<file path="config.mk">
export PLATFORM = sky130hd
export DESIGN_NAME = nearest_scale_coordinate_gen_flat
export DESIGN_NICKNAME = d
export VERILOG_FILES = /design/src/rtl/core/nsc_pkg.sv /design/src/rtl/core/nsc_in_if.sv /design/src/rtl/core/nsc_out_if.sv /design/src/rtl/core/nsc_div.sv /design/src/rtl/core/nsc_datapath.sv /design/src/rtl/core/nsc_ctrl.sv /design/src/rtl/core/nearest_scale_coordinate_gen.sv /design/src/flat_wrapper.sv
export SDC_FILE = /design/constraint.sdc
export NUM_CORES = 2
export LEC_CHECK = 0
export ABC_AREA = 1
export BUFFER_PORTS_ARGS = -buffer_cell sky130_fd_sc_hd__buf_2
export CAP_MARGIN = 20
export CORE_MARGIN = 10
export CORE_UTILIZATION = 53
export DETAILED_ROUTE_END_ITERATION = 10
export PLACE_DENSITY = 0.67
export SETUP_SLACK_MARGIN = 0.1
export SYNTH_ARGS = -nofsm -noshare
export SYNTH_HDL_FRONTEND = slang
export SYNTH_SLANG_ARGS = --single-unit
</file>
<file path="constraint.sdc">
create_clock -name clk -period 5.75 [get_ports clk]
set_input_delay 0.575 -clock clk [delete_from_list [all_inputs] [get_ports clk]]
set_output_delay 0.575 -clock clk [all_outputs]
set_load 0.01 [all_outputs]
</file>
<file path="src/rtl/core/nsc_pkg.sv">
package nsc_pkg;

  localparam int FRAC_BITS = 16;
  localparam int MAX_DIM   = 4096;
  localparam int COORD_W   = $clog2(MAX_DIM);
  localparam int DIM_W     = COORD_W + 1;
  localparam int CHROMA_W  = COORD_W - 1;
  localparam int STEP_W    = DIM_W + FRAC_BITS;
  localparam int PROD_W    = COORD_W + STEP_W;
  localparam int POS_W     = PROD_W - FRAC_BITS + 1;
  localparam int REM_W     = DIM_W + 1;
  localparam int DIV_CNT_W = $clog2(STEP_W + 1);
  localparam int CFG_IDX_W = 3;

  // Any accumulated column at or above this value clamps to the last source column.
  localparam logic [STEP_W-1:0] ACC_SAT = STEP_W'(MAX_DIM) << FRAC_BITS;

  typedef enum logic [CFG_IDX_W-1:0] {
    CFG_OUT_WIDTH,
    CFG_OUT_HEIGHT,
    CFG_CROP_X,
    CFG_CROP_Y,
    CFG_USED_WIDTH,
    CFG_USED_HEIGHT,
    CFG_SRC_WIDTH,
    CFG_SRC_HEIGHT
  } cfg_idx_t;

  typedef enum logic [1:0] {
    ST_IDLE,
    ST_MUL,
    ST_DIV,
    ST_EMIT
  } state_t;

  typedef struct packed {
    logic accept;
    logic div_start;
    logic load_steps;
    logic mul_load;
    logic emit;
  } cmd_t;

  typedef struct packed {
    logic enable;
    logic steps_ready;
    logic div_done;
    logic out_free;
  } status_t;

  function automatic logic [DIM_W-1:0] eff_out(input logic [DIM_W-1:0] v);
    if (v > DIM_W'(MAX_DIM)) begin
      return DIM_W'(MAX_DIM);
    end
    return v;
  endfunction

  function automatic logic [COORD_W-1:0] clamp_src(input logic [POS_W-1:0] pos,
                                                   input logic [DIM_W-1:0] size);
    logic [DIM_W-1:0] lim;
    lim = size;
    if (lim == '0) begin
      lim = DIM_W'(1);
    end
    if (lim > DIM_W'(MAX_DIM)) begin
      lim = DIM_W'(MAX_DIM);
    end
    if (pos >= POS_W'(lim)) begin
      return COORD_W'(lim - DIM_W'(1));
    end
    return pos[COORD_W-1:0];
  endfunction

endpackage

</file>
<file path="src/rtl/core/nsc_in_if.sv">
interface nsc_in_if;
  logic valid;
  logic ready;
  logic restart;

  modport source (output valid, output restart, input ready);
  modport sink (input valid, input restart, output ready);
endinterface

</file>
<file path="src/rtl/core/nsc_out_if.sv">
interface nsc_out_if;
  import nsc_pkg::*;

  logic                valid;
  logic                ready;
  logic [COORD_W-1:0]  out_col;
  logic [COORD_W-1:0]  out_row;
  logic [COORD_W-1:0]  src_col;
  logic [COORD_W-1:0]  src_row;
  logic [CHROMA_W-1:0] chroma_col;
  logic [CHROMA_W-1:0] chroma_row;
  logic                row_end;
  logic                frame_end;

  modport source (output valid, output out_col, output out_row, output src_col,
                  output src_row, output chroma_col, output chroma_row,
                  output row_end, output frame_end, input ready);
  modport sink (input valid, input out_col, input out_row, input src_col,
                input src_row, input chroma_col, input chroma_row,
                input row_end, input frame_end, output ready);
endinterface

</file>
<file path="src/rtl/core/nsc_div.sv">
module nsc_div (
  input  logic                                  clk,
  input  logic                                  rst_n,
  input  logic                                  start,
  input  logic [1:0][nsc_pkg::STEP_W-1:0]       dividend,
  input  logic [1:0][nsc_pkg::DIM_W-1:0]        divisor,
  output logic [1:0][nsc_pkg::STEP_W-1:0]       quotient,
  output logic                                  done
);
  import nsc_pkg::*;

  // Two restoring dividers side by side, one quotient bit per cycle each.
  // The quotient register first holds the dividend and shifts it out MSB first.
  logic [1:0][REM_W-1:0]  rem_r, rem_nxt;
  logic [1:0][STEP_W-1:0] quo_r, quo_nxt;
  logic [DIV_CNT_W-1:0]   cnt_r, cnt_nxt;
  logic                   busy_r, busy_nxt;
  logic                   done_r, done_nxt;
  logic [1:0][REM_W-1:0]  shifted;

  always_comb begin
    rem_nxt  = rem_r;
    quo_nxt  = quo_r;
    cnt_nxt  = cnt_r;
    busy_nxt = busy_r;
    done_nxt = 1'b0;
    shifted  = '0;
    if (start) begin
      rem_nxt  = '0;
      quo_nxt  = dividend;
      cnt_nxt  = DIV_CNT_W'(STEP_W);
      busy_nxt = 1'b1;
    end else if (busy_r) begin
      for (int i = 0; i < 2; i++) begin
        shifted[i] = {rem_r[i][REM_W-2:0], quo_r[i][STEP_W-1]};
        if (shifted[i] >= REM_W'(divisor[i])) begin
          rem_nxt[i] = shifted[i] - REM_W'(divisor[i]);
          quo_nxt[i] = {quo_r[i][STEP_W-2:0], 1'b1};
        end else begin
          rem_nxt[i] = shifted[i];
          quo_nxt[i] = {quo_r[i][STEP_W-2:0], 1'b0};
        end
      end
      cnt_nxt = cnt_r - DIV_CNT_W'(1);
      if (cnt_r == DIV_CNT_W'(1)) begin
        busy_nxt = 1'b0;
        done_nxt = 1'b1;
      end
    end
  end

  always_ff @(posedge clk) begin
    if (!rst_n) begin
      busy_r <= 1'b0;
      done_r <= 1'b0;
      cnt_r  <= '0;
    end else begin
      busy_r <= busy_nxt;
      done_r <= done_nxt;
      cnt_r  <= cnt_nxt;
    end
  end

  always_ff @(posedge clk) begin
    rem_r <= rem_nxt;
    quo_r <= quo_nxt;
  end

  assign quotient = quo_r;
  assign done     = done_r;

endmodule

</file>
<file path="src/rtl/core/nsc_datapath.sv">
module nsc_datapath (
  input  logic                            clk,
  input  logic                            rst_n,
  input  nsc_pkg::cmd_t                   cmd,
  output nsc_pkg::status_t                status,
  input  logic                            in_restart,
  input  logic                            cfg_we,
  input  logic [nsc_pkg::CFG_IDX_W-1:0]   cfg_index,
  input  logic [nsc_pkg::DIM_W-1:0]       cfg_data,
  nsc_out_if.source                       out_ch
);
  import nsc_pkg::*;

  // Configuration registers.
  logic [DIM_W-1:0]   out_width_r, out_height_r, used_width_r, used_height_r;
  logic [DIM_W-1:0]   src_width_r, src_height_r;
  logic [COORD_W-1:0] crop_x_r, crop_y_r;

  // Walk state.
  logic [COORD_W-1:0] col_count_r, col_count_nxt;
  logic [COORD_W-1:0] row_count_r, row_count_nxt;
  logic [STEP_W-1:0]  col_accum_r, col_accum_nxt;
  logic               steps_ready_r, steps_ready_nxt;
  logic [STEP_W-1:0]  col_step_r, row_step_r;
  logic [PROD_W-1:0]  prod_r;

  // Output register.
  logic                out_valid_r, out_valid_nxt;
  logic [COORD_W-1:0]  out_col_r, out_row_r, src_col_r, src_row_r;
  logic                row_end_r, frame_end_r;

  logic [DIM_W-1:0]        eff_w, eff_h;
  logic [1:0][STEP_W-1:0]  div_dividend, div_quotient;
  logic [1:0][DIM_W-1:0]   div_divisor;
  logic                    div_done;
  logic [STEP_W:0]         accum_sum;
  logic [POS_W-1:0]        col_pos, row_pos;
  logic [COORD_W-1:0]      sc, sr;
  logic                    rend, fend;

  always_ff @(posedge clk) begin
    if (!rst_n) begin
      out_width_r   <= '0;
      out_height_r  <= '0;
      crop_x_r      <= '0;
      crop_y_r      <= '0;
      used_width_r  <= '0;
      used_height_r <= '0;
      src_width_r   <= DIM_W'(1);
      src_height_r  <= DIM_W'(1);
    end else if (cfg_we) begin
      case (cfg_idx_t'(cfg_index))
        CFG_OUT_WIDTH:   out_width_r   <= cfg_data;
        CFG_OUT_HEIGHT:  out_height_r  <= cfg_data;
        CFG_CROP_X:      crop_x_r      <= cfg_data[COORD_W-1:0];
        CFG_CROP_Y:      crop_y_r      <= cfg_data[COORD_W-1:0];
        CFG_USED_WIDTH:  used_width_r  <= cfg_data;
        CFG_USED_HEIGHT: used_height_r <= cfg_data;
        CFG_SRC_WIDTH:   src_width_r   <= cfg_data;
        CFG_SRC_HEIGHT:  src_height_r  <= cfg_data;
        default: ;
      endcase
    end
  end

  assign eff_w = eff_out(out_width_r);
  assign eff_h = eff_out(out_height_r);

  assign div_dividend[0] = {used_width_r, FRAC_BITS'(0)};
  assign div_dividend[1] = {used_height_r, FRAC_BITS'(0)};
  assign div_divisor[0]  = eff_w;
  assign div_divisor[1]  = eff_h;

  nsc_div u_div (
    .clk      (clk),
    .rst_n    (rst_n),
    .start    (cmd.div_start),
    .dividend (div_dividend),
    .divisor  (div_divisor),
    .quotient (div_quotient),
    .done     (div_done)
  );

  // The column accumulator saturates once its integer part reaches the
  // largest source size, since every such position clamps the same way.
  assign accum_sum = {1'b0, col_accum_r} + {1'b0, col_step_r};

  assign col_pos = POS_W'(crop_x_r) + POS_W'(col_accum_r >> FRAC_BITS);
  assign row_pos = POS_W'(crop_y_r) + POS_W'(prod_r >> FRAC_BITS);
  assign sc      = clamp_src(col_pos, src_width_r);
  assign sr      = clamp_src(row_pos, src_height_r);
  assign rend    = ({1'b0, col_count_r} + DIM_W'(1)) >= eff_w;
  assign fend    = rend && (({1'b0, row_count_r} + DIM_W'(1)) >= eff_h);

  always_comb begin
    col_count_nxt   = col_count_r;
    row_count_nxt   = row_count_r;
    col_accum_nxt   = col_accum_r;
    steps_ready_nxt = steps_ready_r;
    if (cmd.accept && (in_restart || !status.enable)) begin
      col_count_nxt   = '0;
      row_count_nxt   = '0;
      col_accum_nxt   = '0;
      steps_ready_nxt = 1'b0;
    end
    if (cmd.load_steps) begin
      col_accum_nxt   = '0;
      steps_ready_nxt = 1'b1;
    end
    if (cmd.emit) begin
      if (rend) begin
        col_count_nxt = '0;
        col_accum_nxt = '0;
        if (fend) begin
          row_count_nxt   = '0;
          steps_ready_nxt = 1'b0;
        end else begin
          row_count_nxt = row_count_r + COORD_W'(1);
        end
      end else begin
        col_count_nxt = col_count_r + COORD_W'(1);
        if (accum_sum >= (STEP_W + 1)'(ACC_SAT)) begin
          col_accum_nxt = ACC_SAT;
        end else begin
          col_accum_nxt = accum_sum[STEP_W-1:0];
        end
      end
    end
  end

  always_comb begin
    out_valid_nxt = out_valid_r;
    if (cmd.emit) begin
      out_valid_nxt = 1'b1;
    end else if (out_ch.ready) begin
      out_valid_nxt = 1'b0;
    end
  end

  always_ff @(posedge clk) begin
    if (!rst_n) begin
      col_count_r   <= '0;
      row_count_r   <= '0;
      col_accum_r   <= '0;
      steps_ready_r <= 1'b0;
      out_valid_r   <= 1'b0;
    end else begin
      col_count_r   <= col_count_nxt;
      row_count_r   <= row_count_nxt;
      col_accum_r   <= col_accum_nxt;
      steps_ready_r <= steps_ready_nxt;
      out_valid_r   <= out_valid_nxt;
    end
  end

  always_ff @(posedge clk) begin
    if (cmd.load_steps) begin
      col_step_r <= div_quotient[0];
      row_step_r <= div_quotient[1];
    end
    if (cmd.mul_load) begin
      prod_r <= PROD_W'(row_count_r) * PROD_W'(row_step_r);
    end
    if (cmd.emit) begin
      out_col_r   <= col_count_r;
      out_row_r   <= row_count_r;
      src_col_r   <= sc;
      src_row_r   <= sr;
      row_end_r   <= rend;
      frame_end_r <= fend;
    end
  end

  assign status.enable      = (eff_w != '0) && (eff_h != '0) &&
                              (used_width_r != '0) && (used_height_r != '0);
  assign status.steps_ready = steps_ready_r;
  assign status.div_done    = div_done;
  assign status.out_free    = !out_valid_r || out_ch.ready;

  assign out_ch.valid      = out_valid_r;
  assign out_ch.out_col    = out_col_r;
  assign out_ch.out_row    = out_row_r;
  assign out_ch.src_col    = src_col_r;
  assign out_ch.src_row    = src_row_r;
  assign out_ch.chroma_col = src_col_r[COORD_W-1:1];
  assign out_ch.chroma_row = src_row_r[COORD_W-1:1];
  assign out_ch.row_end    = row_end_r;
  assign out_ch.frame_end  = frame_end_r;

  a_step_nonzero: assert property (@(posedge clk) disable iff (!rst_n)
    steps_ready_r |-> (row_step_r != '0) && (col_step_r != '0))
    else $error("steps marked ready while a step is zero");

  a_accum_bound: assert property (@(posedge clk) disable iff (!rst_n)
    col_accum_r <= ACC_SAT)
    else $error("column accumulator beyond saturation value");

  a_frame_end_home: assert property (@(posedge clk) disable iff (!rst_n)
    cmd.emit && fend |=> !steps_ready_r && (row_count_r == '0) && (col_count_r == '0))
    else $error("walk not home after frame end");

  a_col_advance: assert property (@(posedge clk) disable iff (!rst_n)
    cmd.emit && !rend |=> col_count_r == $past(col_count_r) + COORD_W'(1))
    else $error("column counter did not advance");

endmodule

</file>
<file path="src/rtl/core/nsc_ctrl.sv">
module nsc_ctrl (
  input  logic              clk,
  input  logic              rst_n,
  input  logic              in_valid,
  output logic              in_ready,
  input  nsc_pkg::status_t  status,
  output nsc_pkg::cmd_t     cmd
);
  import nsc_pkg::*;

  state_t state_r, state_nxt;

  always_comb begin
    state_nxt = state_r;
    case (state_r)
      ST_IDLE: begin
        if (in_valid) begin
          state_nxt = status.enable ? ST_MUL : ST_IDLE;
        end
      end
      ST_MUL: begin
        state_nxt = status.steps_ready ? ST_EMIT : ST_DIV;
      end
      ST_DIV: begin
        if (status.div_done) begin
          state_nxt = ST_MUL;
        end
      end
      ST_EMIT: begin
        if (status.out_free) begin
          state_nxt = ST_IDLE;
        end
      end
      default: state_nxt = ST_IDLE;
    endcase
  end

  always_comb begin
    in_ready       = 1'b0;
    cmd            = '0;
    case (state_r)
      ST_IDLE: begin
        in_ready   = 1'b1;
        cmd.accept = in_valid;
      end
      ST_MUL: begin
        cmd.div_start = !status.steps_ready;
        cmd.mul_load  = status.steps_ready;
      end
      ST_DIV: begin
        cmd.load_steps = status.div_done;
      end
      ST_EMIT: begin
        cmd.emit = status.out_free;
      end
      default: ;
    endcase
  end

  always_ff @(posedge clk) begin
    if (!rst_n) begin
      state_r <= ST_IDLE;
    end else begin
      state_r <= state_nxt;
    end
  end

  a_div_only_when_needed: assert property (@(posedge clk) disable iff (!rst_n)
    cmd.div_start |-> !status.steps_ready)
    else $error("divide started with steps already valid");

  a_emit_needs_steps: assert property (@(posedge clk) disable iff (!rst_n)
    cmd.emit |-> status.steps_ready)
    else $error("result produced without valid steps");

endmodule

</file>
<file path="src/rtl/core/nearest_scale_coordinate_gen.sv">
// An input transfer leads to the row multiply, then to the load of the output register
// (row multiply, then output load); at a frame start the two step divisions come
// first, one quotient bit per cycle from two parallel restoring dividers.
// The controller sequence around the row multiplier takes no new pixel until the current
// one is loaded and waits while the output register is full; a zero size gives no result.
// Reset (synchronous, rst_n low) homes the walk and loads the register defaults.
module nearest_scale_coordinate_gen (
  input  logic                            clk,
  input  logic                            rst_n,
  nsc_in_if.sink                          in_ch,
  nsc_out_if.source                       out_ch,
  input  logic                            cfg_we,
  input  logic [nsc_pkg::CFG_IDX_W-1:0]   cfg_index,
  input  logic [nsc_pkg::DIM_W-1:0]       cfg_data
);
  import nsc_pkg::*;

  cmd_t    cmd;
  status_t status;
  logic    in_ready;

  assign in_ch.ready = in_ready;

  nsc_ctrl u_ctrl (
    .clk      (clk),
    .rst_n    (rst_n),
    .in_valid (in_ch.valid),
    .in_ready (in_ready),
    .status   (status),
    .cmd      (cmd)
  );

  nsc_datapath u_datapath (
    .clk        (clk),
    .rst_n      (rst_n),
    .cmd        (cmd),
    .status     (status),
    .in_restart (in_ch.restart),
    .cfg_we     (cfg_we),
    .cfg_index  (cfg_index),
    .cfg_data   (cfg_data),
    .out_ch     (out_ch)
  );

endmodule
</file>
<file path="src/flat_wrapper.sv">
// flat-port wrapper written by rule: the top's interface ports become plain ports
module nearest_scale_coordinate_gen_flat import nsc_pkg::*;
  (clk, rst_n, cfg_we, cfg_index, cfg_data, in_ch_valid, in_ch_restart, in_ch_ready, out_ch_valid, out_ch_out_col, out_ch_out_row, out_ch_src_col, out_ch_src_row, out_ch_chroma_col, out_ch_chroma_row, out_ch_row_end, out_ch_frame_end, out_ch_ready);
  nsc_in_if in_ch_i ();
  nsc_out_if out_ch_i ();
  input  logic clk;
  input  logic rst_n;
  input  logic cfg_we;
  input  logic [nsc_pkg::CFG_IDX_W-1:0] cfg_index;
  input  logic [nsc_pkg::DIM_W-1:0] cfg_data;
  input wire logic [$bits(in_ch_i.valid)-1:0] in_ch_valid;
  input wire logic [$bits(in_ch_i.restart)-1:0] in_ch_restart;
  output wire logic [$bits(in_ch_i.ready)-1:0] in_ch_ready;
  output wire logic [$bits(out_ch_i.valid)-1:0] out_ch_valid;
  output wire logic [$bits(out_ch_i.out_col)-1:0] out_ch_out_col;
  output wire logic [$bits(out_ch_i.out_row)-1:0] out_ch_out_row;
  output wire logic [$bits(out_ch_i.src_col)-1:0] out_ch_src_col;
  output wire logic [$bits(out_ch_i.src_row)-1:0] out_ch_src_row;
  output wire logic [$bits(out_ch_i.chroma_col)-1:0] out_ch_chroma_col;
  output wire logic [$bits(out_ch_i.chroma_row)-1:0] out_ch_chroma_row;
  output wire logic [$bits(out_ch_i.row_end)-1:0] out_ch_row_end;
  output wire logic [$bits(out_ch_i.frame_end)-1:0] out_ch_frame_end;
  input wire logic [$bits(out_ch_i.ready)-1:0] out_ch_ready;
  assign in_ch_i.valid = in_ch_valid;
  assign in_ch_i.restart = in_ch_restart;
  assign in_ch_ready = in_ch_i.ready;
  assign out_ch_valid = out_ch_i.valid;
  assign out_ch_out_col = out_ch_i.out_col;
  assign out_ch_out_row = out_ch_i.out_row;
  assign out_ch_src_col = out_ch_i.src_col;
  assign out_ch_src_row = out_ch_i.src_row;
  assign out_ch_chroma_col = out_ch_i.chroma_col;
  assign out_ch_chroma_row = out_ch_i.chroma_row;
  assign out_ch_row_end = out_ch_i.row_end;
  assign out_ch_frame_end = out_ch_i.frame_end;
  assign out_ch_i.ready = out_ch_ready;
  nearest_scale_coordinate_gen u_core (.clk(clk), .rst_n(rst_n), .in_ch(in_ch_i), .out_ch(out_ch_i), .cfg_we(cfg_we), .cfg_index(cfg_index), .cfg_data(cfg_data));
endmodule
</file>
Yosys cells after proc, flatten, opt, wreduce, memory -nomap -nowiden. Cells that the tools add are included.

Flip-flop bits (word level): 399. Input port bits: 22. Word-level logic and storage cells: 165.

$add $sub $neg: 12. Multipliers: 1. $lt $le $gt $ge: 11. Equal/unequal tests: 14. Mux-type cells: 59. Bitwise operators: 2. Reductions and logical operators: 33.

Operators with widths (count): 2-to-1 mux 29 bit (5); 2-to-1 mux 12 bit (11); 2-to-1 mux 13 bit (10); 2-to-1 mux 58 bit (2); greater-than comparator 13 bit, second input constant (4); nonzero test 13 bit (4); greater-or-equal comparator 14 x 13 -> 1 bit (3); multiplier 12 x 29 -> 41 bit (1); adder 29 x 29 -> 30 bit (1); greater-or-equal comparator 30 x 29 -> 1 bit, second input constant (1); adder 12 x 1 -> 13 bit, second input constant (2); adder 12 x 25 -> 26 bit (1); greater-or-equal comparator 13 bit (2); greater-or-equal comparator 26 x 13 -> 1 bit (1); logical NOT 13 bit (2); subtractor 13 bit (2); 2-to-1 mux 1 bit (25); adder 12 x 1 -> 12 bit, second input constant (2); subtractor 12 x 1 -> 12 bit, second input constant (2); AND reduction 2 bit (8); adder 12 x 13 -> 14 bit (1); equality test 3 bit, second input constant (4); 2-to-1 mux 5 bit (2); one-hot mux 2 bit (4 select lines) (1); 19 further kinds (35).

Depth between registers and ports, before layout.
Word-level depth: 15. Depth in mapped cells: 26.

Cells and area by module. From an unflattened synthesis, not the netlist that was laid out.

Cell total of the unflattened synthesis: 4423. Area, all modules: 33412.0 µm².

Modules (own cells, without submodules): nsc_datapath (times used 1, cells each 3570, area an instance 27366.2 µm²); nsc_div (times used 1, cells each 823, area an instance 5860.6 µm²); nsc_ctrl (times used 1, cells each 30, area an instance 185.2 µm²).

Worst setup path before layout. No wires, ideal clock.

Kind: reg-to-reg. From: reg u_core.u_datapath.row_count_r[4]. To: reg u_core.u_datapath.prod_r[40] (data pin). Arrival: 4.790 ns. Data required time: 5.497 ns. Path slack: 0.707 ns. Cell stages (with the launch flop): 22. Buffers on the path: 2. Cell sequence: dfxtp_1 clkbuf_1 clkbuf_1 nand2_1 fa_1 inv_1 fa_1 inv_1 fa_1 inv_1 fa_1 inv_1 fa_1 inv_1 ha_1 nand2_1 nor2_1 nand2_1 nor4_1 nand4_1 nand4_1 nand2_1.

Cells in the longest elaborated chain, start to end: 1.

RTL lines: from (decl) (RTL line nsc_datapath.sv:21) `logic [COORD_W-1:0] row_count_r, row_count_nxt;`; from (signal assigned) (RTL line nsc_datapath.sv:149) `row_count_r <= row_count_nxt;`; multiplier 12 x 29 -> 41 bit (RTL line nsc_datapath.sv:162) `prod_r <= PROD_W'(row_count_r) * PROD_W'(row_step_r);`; to (signal assigned) (RTL line nsc_datapath.sv:162); to (decl) (RTL line nsc_datapath.sv:25) `logic [PROD_W-1:0] prod_r;`.

No other way between the ends. A chain may end at the register's enable or synchronous reset.

Final worst setup path.
From: reg u_core.u_datapath.row_step_r[8]. To: reg u_core.u_datapath.prod_r[27] (data pin).

Cells in the longest elaborated chain, start to end: 1.

RTL lines: from (decl) (RTL line nsc_datapath.sv:24) `logic [STEP_W-1:0] col_step_r, row_step_r;`; from (signal assigned) (RTL line nsc_datapath.sv:159) `row_step_r <= div_quotient[1];`; multiplier 12 x 29 -> 41 bit (RTL line nsc_datapath.sv:162).

No other way between the ends.

==> results.cfg <==
[worst_setup_path]
crit_path_cell_chain = nand2_1 > inv_1 > fa_1 > fa_1 > fa_1 > fa_1 > inv_1 > fa_1 > inv_1 > ha_1 > a21o_1 > a31oi_1 > o21ai_0 > o21bai_1 > nand2_1 > nand2_1 > nand2_1 > nand2_1
path_class = register to register
timing.critical_path.arrival_ns = 5.73
cp_slowest_stage_delay_ns = 0.65
nature_of_the_critical_path_startpoint = register
worst_setup_path_end_kind = register
worst_ep_required_time_ns = 6.07
cp_max_fo = 12
critical-path-slowest-cell = sky130_fd_sc_hd__edfxtp_1
crit_family = adder cells
critPathBufInv = 3

[sta]
hold_fails_final_rpt = 0
final_critical_path_setup_slack_ns = 0.343
rsz0062_at_grt = yes
holdWs_ns = 0.373
final_period_util = 0.940
slew_headroom = 0.267
clock_skew_ns = 0.0302
tns_ns = 0
tightest_slew_ns = 1.10
timing.final.setup_violations = 0
maxSlewViolCount = 0
max_clock_freq_ghz = 0.185
final_period_minus_worst_setup_slack_ns = 5.41

[routing]
average_wire_per_standard_cell_um = 16.9
drtPass1Iterations = 6
routed-via-count = 26500
met2WireLength_um = 36900
first_iter_violations = 2017
ant_nets = 0
via_cell_ratio = 5.36
routedLengthMet1_um = 39700
routed-wl-met3_um = 5970
drc = 0
top_layer = met4
wl_um = 83800

[synth]
synth.most_common_cell = sky130_fd_sc_hd__nand2_1
post-synth-top-area-cell = sky130_fd_sc_hd__fa_1
ys_top_cells_by_area = sky130_fd_sc_hd__fa_1, sky130_fd_sc_hd__edfxtp_1, sky130_fd_sc_hd__dfxtp_1, sky130_fd_sc_hd__nand2_1, sky130_fd_sc_hd__ha_1
synth-seq-cells = 383
share_of_synthesized_flip_flops_with_an_asynchronous_set_or_reset = 0
post_syn_nets = 4593
ys_types = 56
ys_top_cells_by_count = sky130_fd_sc_hd__nand2_1, sky130_fd_sc_hd__inv_1, sky130_fd_sc_hd__nor2_1
avgSynthCellArea_um2 = 7.77
postSynthCellCount = 4085
total_standard_cell_area_after_synthesis_um2 = 31700
synth_top_area_frac = 0.173
synth_enable_flop_cells = 159
leading_register_cell_type_out_of_synthesis = sky130_fd_sc_hd__dfxtp_1
fraction_of_the_yosys_area_taken_by_sequential_cells = 0.292
synth-warning-count = 0

[placement]
port_buffers = 95
dpl.hpwl_um = 63500
place.gp.congestion = 0.920
placed_cell_area_um2 = 33000
dp_worst_setup_slack_ns = 0.170

[worst_hold_path]
worstHoldPathType = primary input to register

[run_status]
run_status = finished, final reports clean

[cts]
cts_tree = yes
cts_buffers = 43
postCtsHoldBufs = 0
clock_latency_at_the_later_pin_of_the_worst_skew_pair_ns = 0.58
cts-htree-levels = 2
clock_tree_root = sky130_fd_sc_hd__clkbuf_16
clock_tree_buf_depth = 3
cts_num_sinks = 383
cts.reportedPaths.clkPinSlew_ns = 0.06

[cells_and_area]
fill_cells = 5398
fin_nets = 4648
layout_area_overhead_pct = 9.11
layout_cells_sized_above_1 = 0.0690
number_of_diodes_added_for_antenna_fixing = 0
stdcell_area_um2 = 34600

[pwr]
design_power_uw = 7340
cellPowerDensity_nw_per_um2 = 212
max-vdd-ir-drop_v = 0.000256
lkg_pwr_uw = 0.0174

[floorplanning]
io-pin-count = 96
die_height_um = 265
core_area_um2 = 59100
die_x_um = 265
row_count = 89
initial_utilization = 0.537
floorplan.die_area_um2 = 70100

[global_routing]
grt_pass1_wl_um = 136000
first_global_vias = 25900
grt.overflow.total = 0
grt_max_degree = 63
grt_antenna_before_repair = 2
grt_util_all_layers = 0.237

[run]
timing.max_cap.violations = 0
[power by group]
part	switching [uW]	total (uW)	internal (uW)
Combinational	965	1500	536
Clock	1200	2740	1540
Sequential	113	3100	2990
[state kept, by name (all words and copies together), names as in the netlist, 13 cells and up]
name and flops:
u_core.u_datapath.col_step_r 29, u_core.u_datapath.u_div.rem_r 26, u_core.u_datapath.row_step_r 29, u_core.u_datapath.col_accum_r 29, u_core.u_datapath.src_height_r 13, u_core.u_datapath.out_width_r 13
u_core.u_datapath.out_height_r 13, u_core.u_datapath.used_width_r 13, u_core.u_datapath.prod_r 25, u_core.u_datapath.u_div.quotient 58, u_core.u_datapath.src_width_r 13, u_core.u_datapath.used_height_r 13
[path summary, 6_finish.rpt]
kind	start	to	slack, ns	cells past startpoint
max	u_core.u_datapath.row_step_r[8]$_DFFE_PP_	u_core.u_datapath.prod_r[27]$_DFFE_PP_	0.34	18
max reg2reg	u_core.u_datapath.row_step_r[8]$_DFFE_PP_	u_core.u_datapath.prod_r[27]$_DFFE_PP_	0.34	18
min reg2reg	u_core.u_datapath.u_div.quotient[17]$_DFFE_PP_	u_core.u_datapath.col_step_r[17]$_DFFE_PP_	0.45	0
min	out_ch_ready	u_core.u_ctrl.state_r[0]$_SDFFE_PN0P_	0.37	4
[metal layers]
metal	up-vias	GRT usage
li1	13000	-
met1	12600	0.341
met2	777	0.373
met3	90	0.0405
met4	0	0.0452
met5	-	0
[layout make-up]
| class | count | area, um^2 | area share |
|---|---|---|---|
| clock inverters | 25 | 196 | 0.00567 |
| multi-input cells | 2826 | 19100 | 0.551 |
| well taps | 773 | 967 | 0.0279 |
| inverters | 710 | 2670 | 0.0770 |
| repair buffers | 176 | 1220 | 0.0354 |
| clock buffers | 55 | 1230 | 0.0354 |
| flip-flops and latches | 383 | 9270 | 0.268 |
[kinds of logic after synthesis]
family,after synthesis,share of synthesized area
AND/OR/NAND/NOR,1647,0.213
XOR/XNOR,109,0.0301
flip-flops,383,0.292
buffers and inverters,876,0.108
AO/OA/AOI/OAI,584,0.101
adder cells (fa/ha/maj),486,0.256
[metrics by stage]
| stage | std cells | util |
|---|---|---|
| after floorplan | 4085 | - |
| after global placement | 4837 | 0.557 |
| after detailed placement | 4837 | 0.557 |
| after CTS | 4917 | 0.581 |
| after global routing | 4948 | 0.586 |
| final | 4948 | 0.586 |
[worst register-to-register path, cell delays in order, from the launching register on]
cell and delay [ns]:
sky130_fd_sc_hd__edfxtp_1 0.65, sky130_fd_sc_hd__nand2_1 0.15, sky130_fd_sc_hd__inv_1 0.11, sky130_fd_sc_hd__fa_1 0.44, sky130_fd_sc_hd__fa_1 0.53, sky130_fd_sc_hd__fa_1 0.55
sky130_fd_sc_hd__fa_1 0.56, sky130_fd_sc_hd__inv_1 0.06, sky130_fd_sc_hd__fa_1 0.53, sky130_fd_sc_hd__inv_1 0.04, sky130_fd_sc_hd__ha_1 0.36, sky130_fd_sc_hd__a21o_1 0.23
sky130_fd_sc_hd__a31oi_1 0.24, sky130_fd_sc_hd__o21ai_0 0.13, sky130_fd_sc_hd__o21bai_1 0.26, sky130_fd_sc_hd__nand2_1 0.15, sky130_fd_sc_hd__nand2_1 0.07, sky130_fd_sc_hd__nand2_1 0.06
sky130_fd_sc_hd__nand2_1 0.07
[timing repair]
action,4_1_cts,5_1_grt
endpoints found under the setup margin,0,21
setup buffers,0,31
endpoints found under the hold margin,0,0
gates resized for setup,0,10
[cell usage in the layout, fill, tap and decap left out, types with 5 or more instances in the layout]
master and n:
sky130_fd_sc_hd__o21ai_1 6, sky130_fd_sc_hd__ha_1 212, sky130_fd_sc_hd__o21a_1 7, sky130_fd_sc_hd__inv_2 6, sky130_fd_sc_hd__o21ai_0 211, sky130_fd_sc_hd__clkinv_1 6
sky130_fd_sc_hd__a22o_1 5, sky130_fd_sc_hd__a21o_1 14, sky130_fd_sc_hd__clkbuf_16 47, sky130_fd_sc_hd__nor2_2 5, sky130_fd_sc_hd__clkbuf_1 6, sky130_fd_sc_hd__xnor2_1 36
sky130_fd_sc_hd__nor2_4 5, sky130_fd_sc_hd__nand2_1 1032, sky130_fd_sc_hd__inv_1 703, sky130_fd_sc_hd__a21oi_1 259, sky130_fd_sc_hd__nor2_1 318, sky130_fd_sc_hd__buf_2 95
sky130_fd_sc_hd__buf_12 11, sky130_fd_sc_hd__clkinv_2 7, sky130_fd_sc_hd__nand3_1 145, sky130_fd_sc_hd__fa_1 274, sky130_fd_sc_hd__xor2_1 73, sky130_fd_sc_hd__nor3_1 27
sky130_fd_sc_hd__nand3b_1 7, sky130_fd_sc_hd__nand4_1 76, sky130_fd_sc_hd__dfxtp_1 221, sky130_fd_sc_hd__nor4_1 10, sky130_fd_sc_hd__a31oi_1 12, sky130_fd_sc_hd__o21bai_1 5
sky130_fd_sc_hd__buf_4 69, sky130_fd_sc_hd__and3_1 5, sky130_fd_sc_hd__or2_2 7, sky130_fd_sc_hd__o211ai_1 5, sky130_fd_sc_hd__a22oi_1 30, sky130_fd_sc_hd__edfxtp_1 159
No activity file was read; power rests on OpenSTA's default activity.
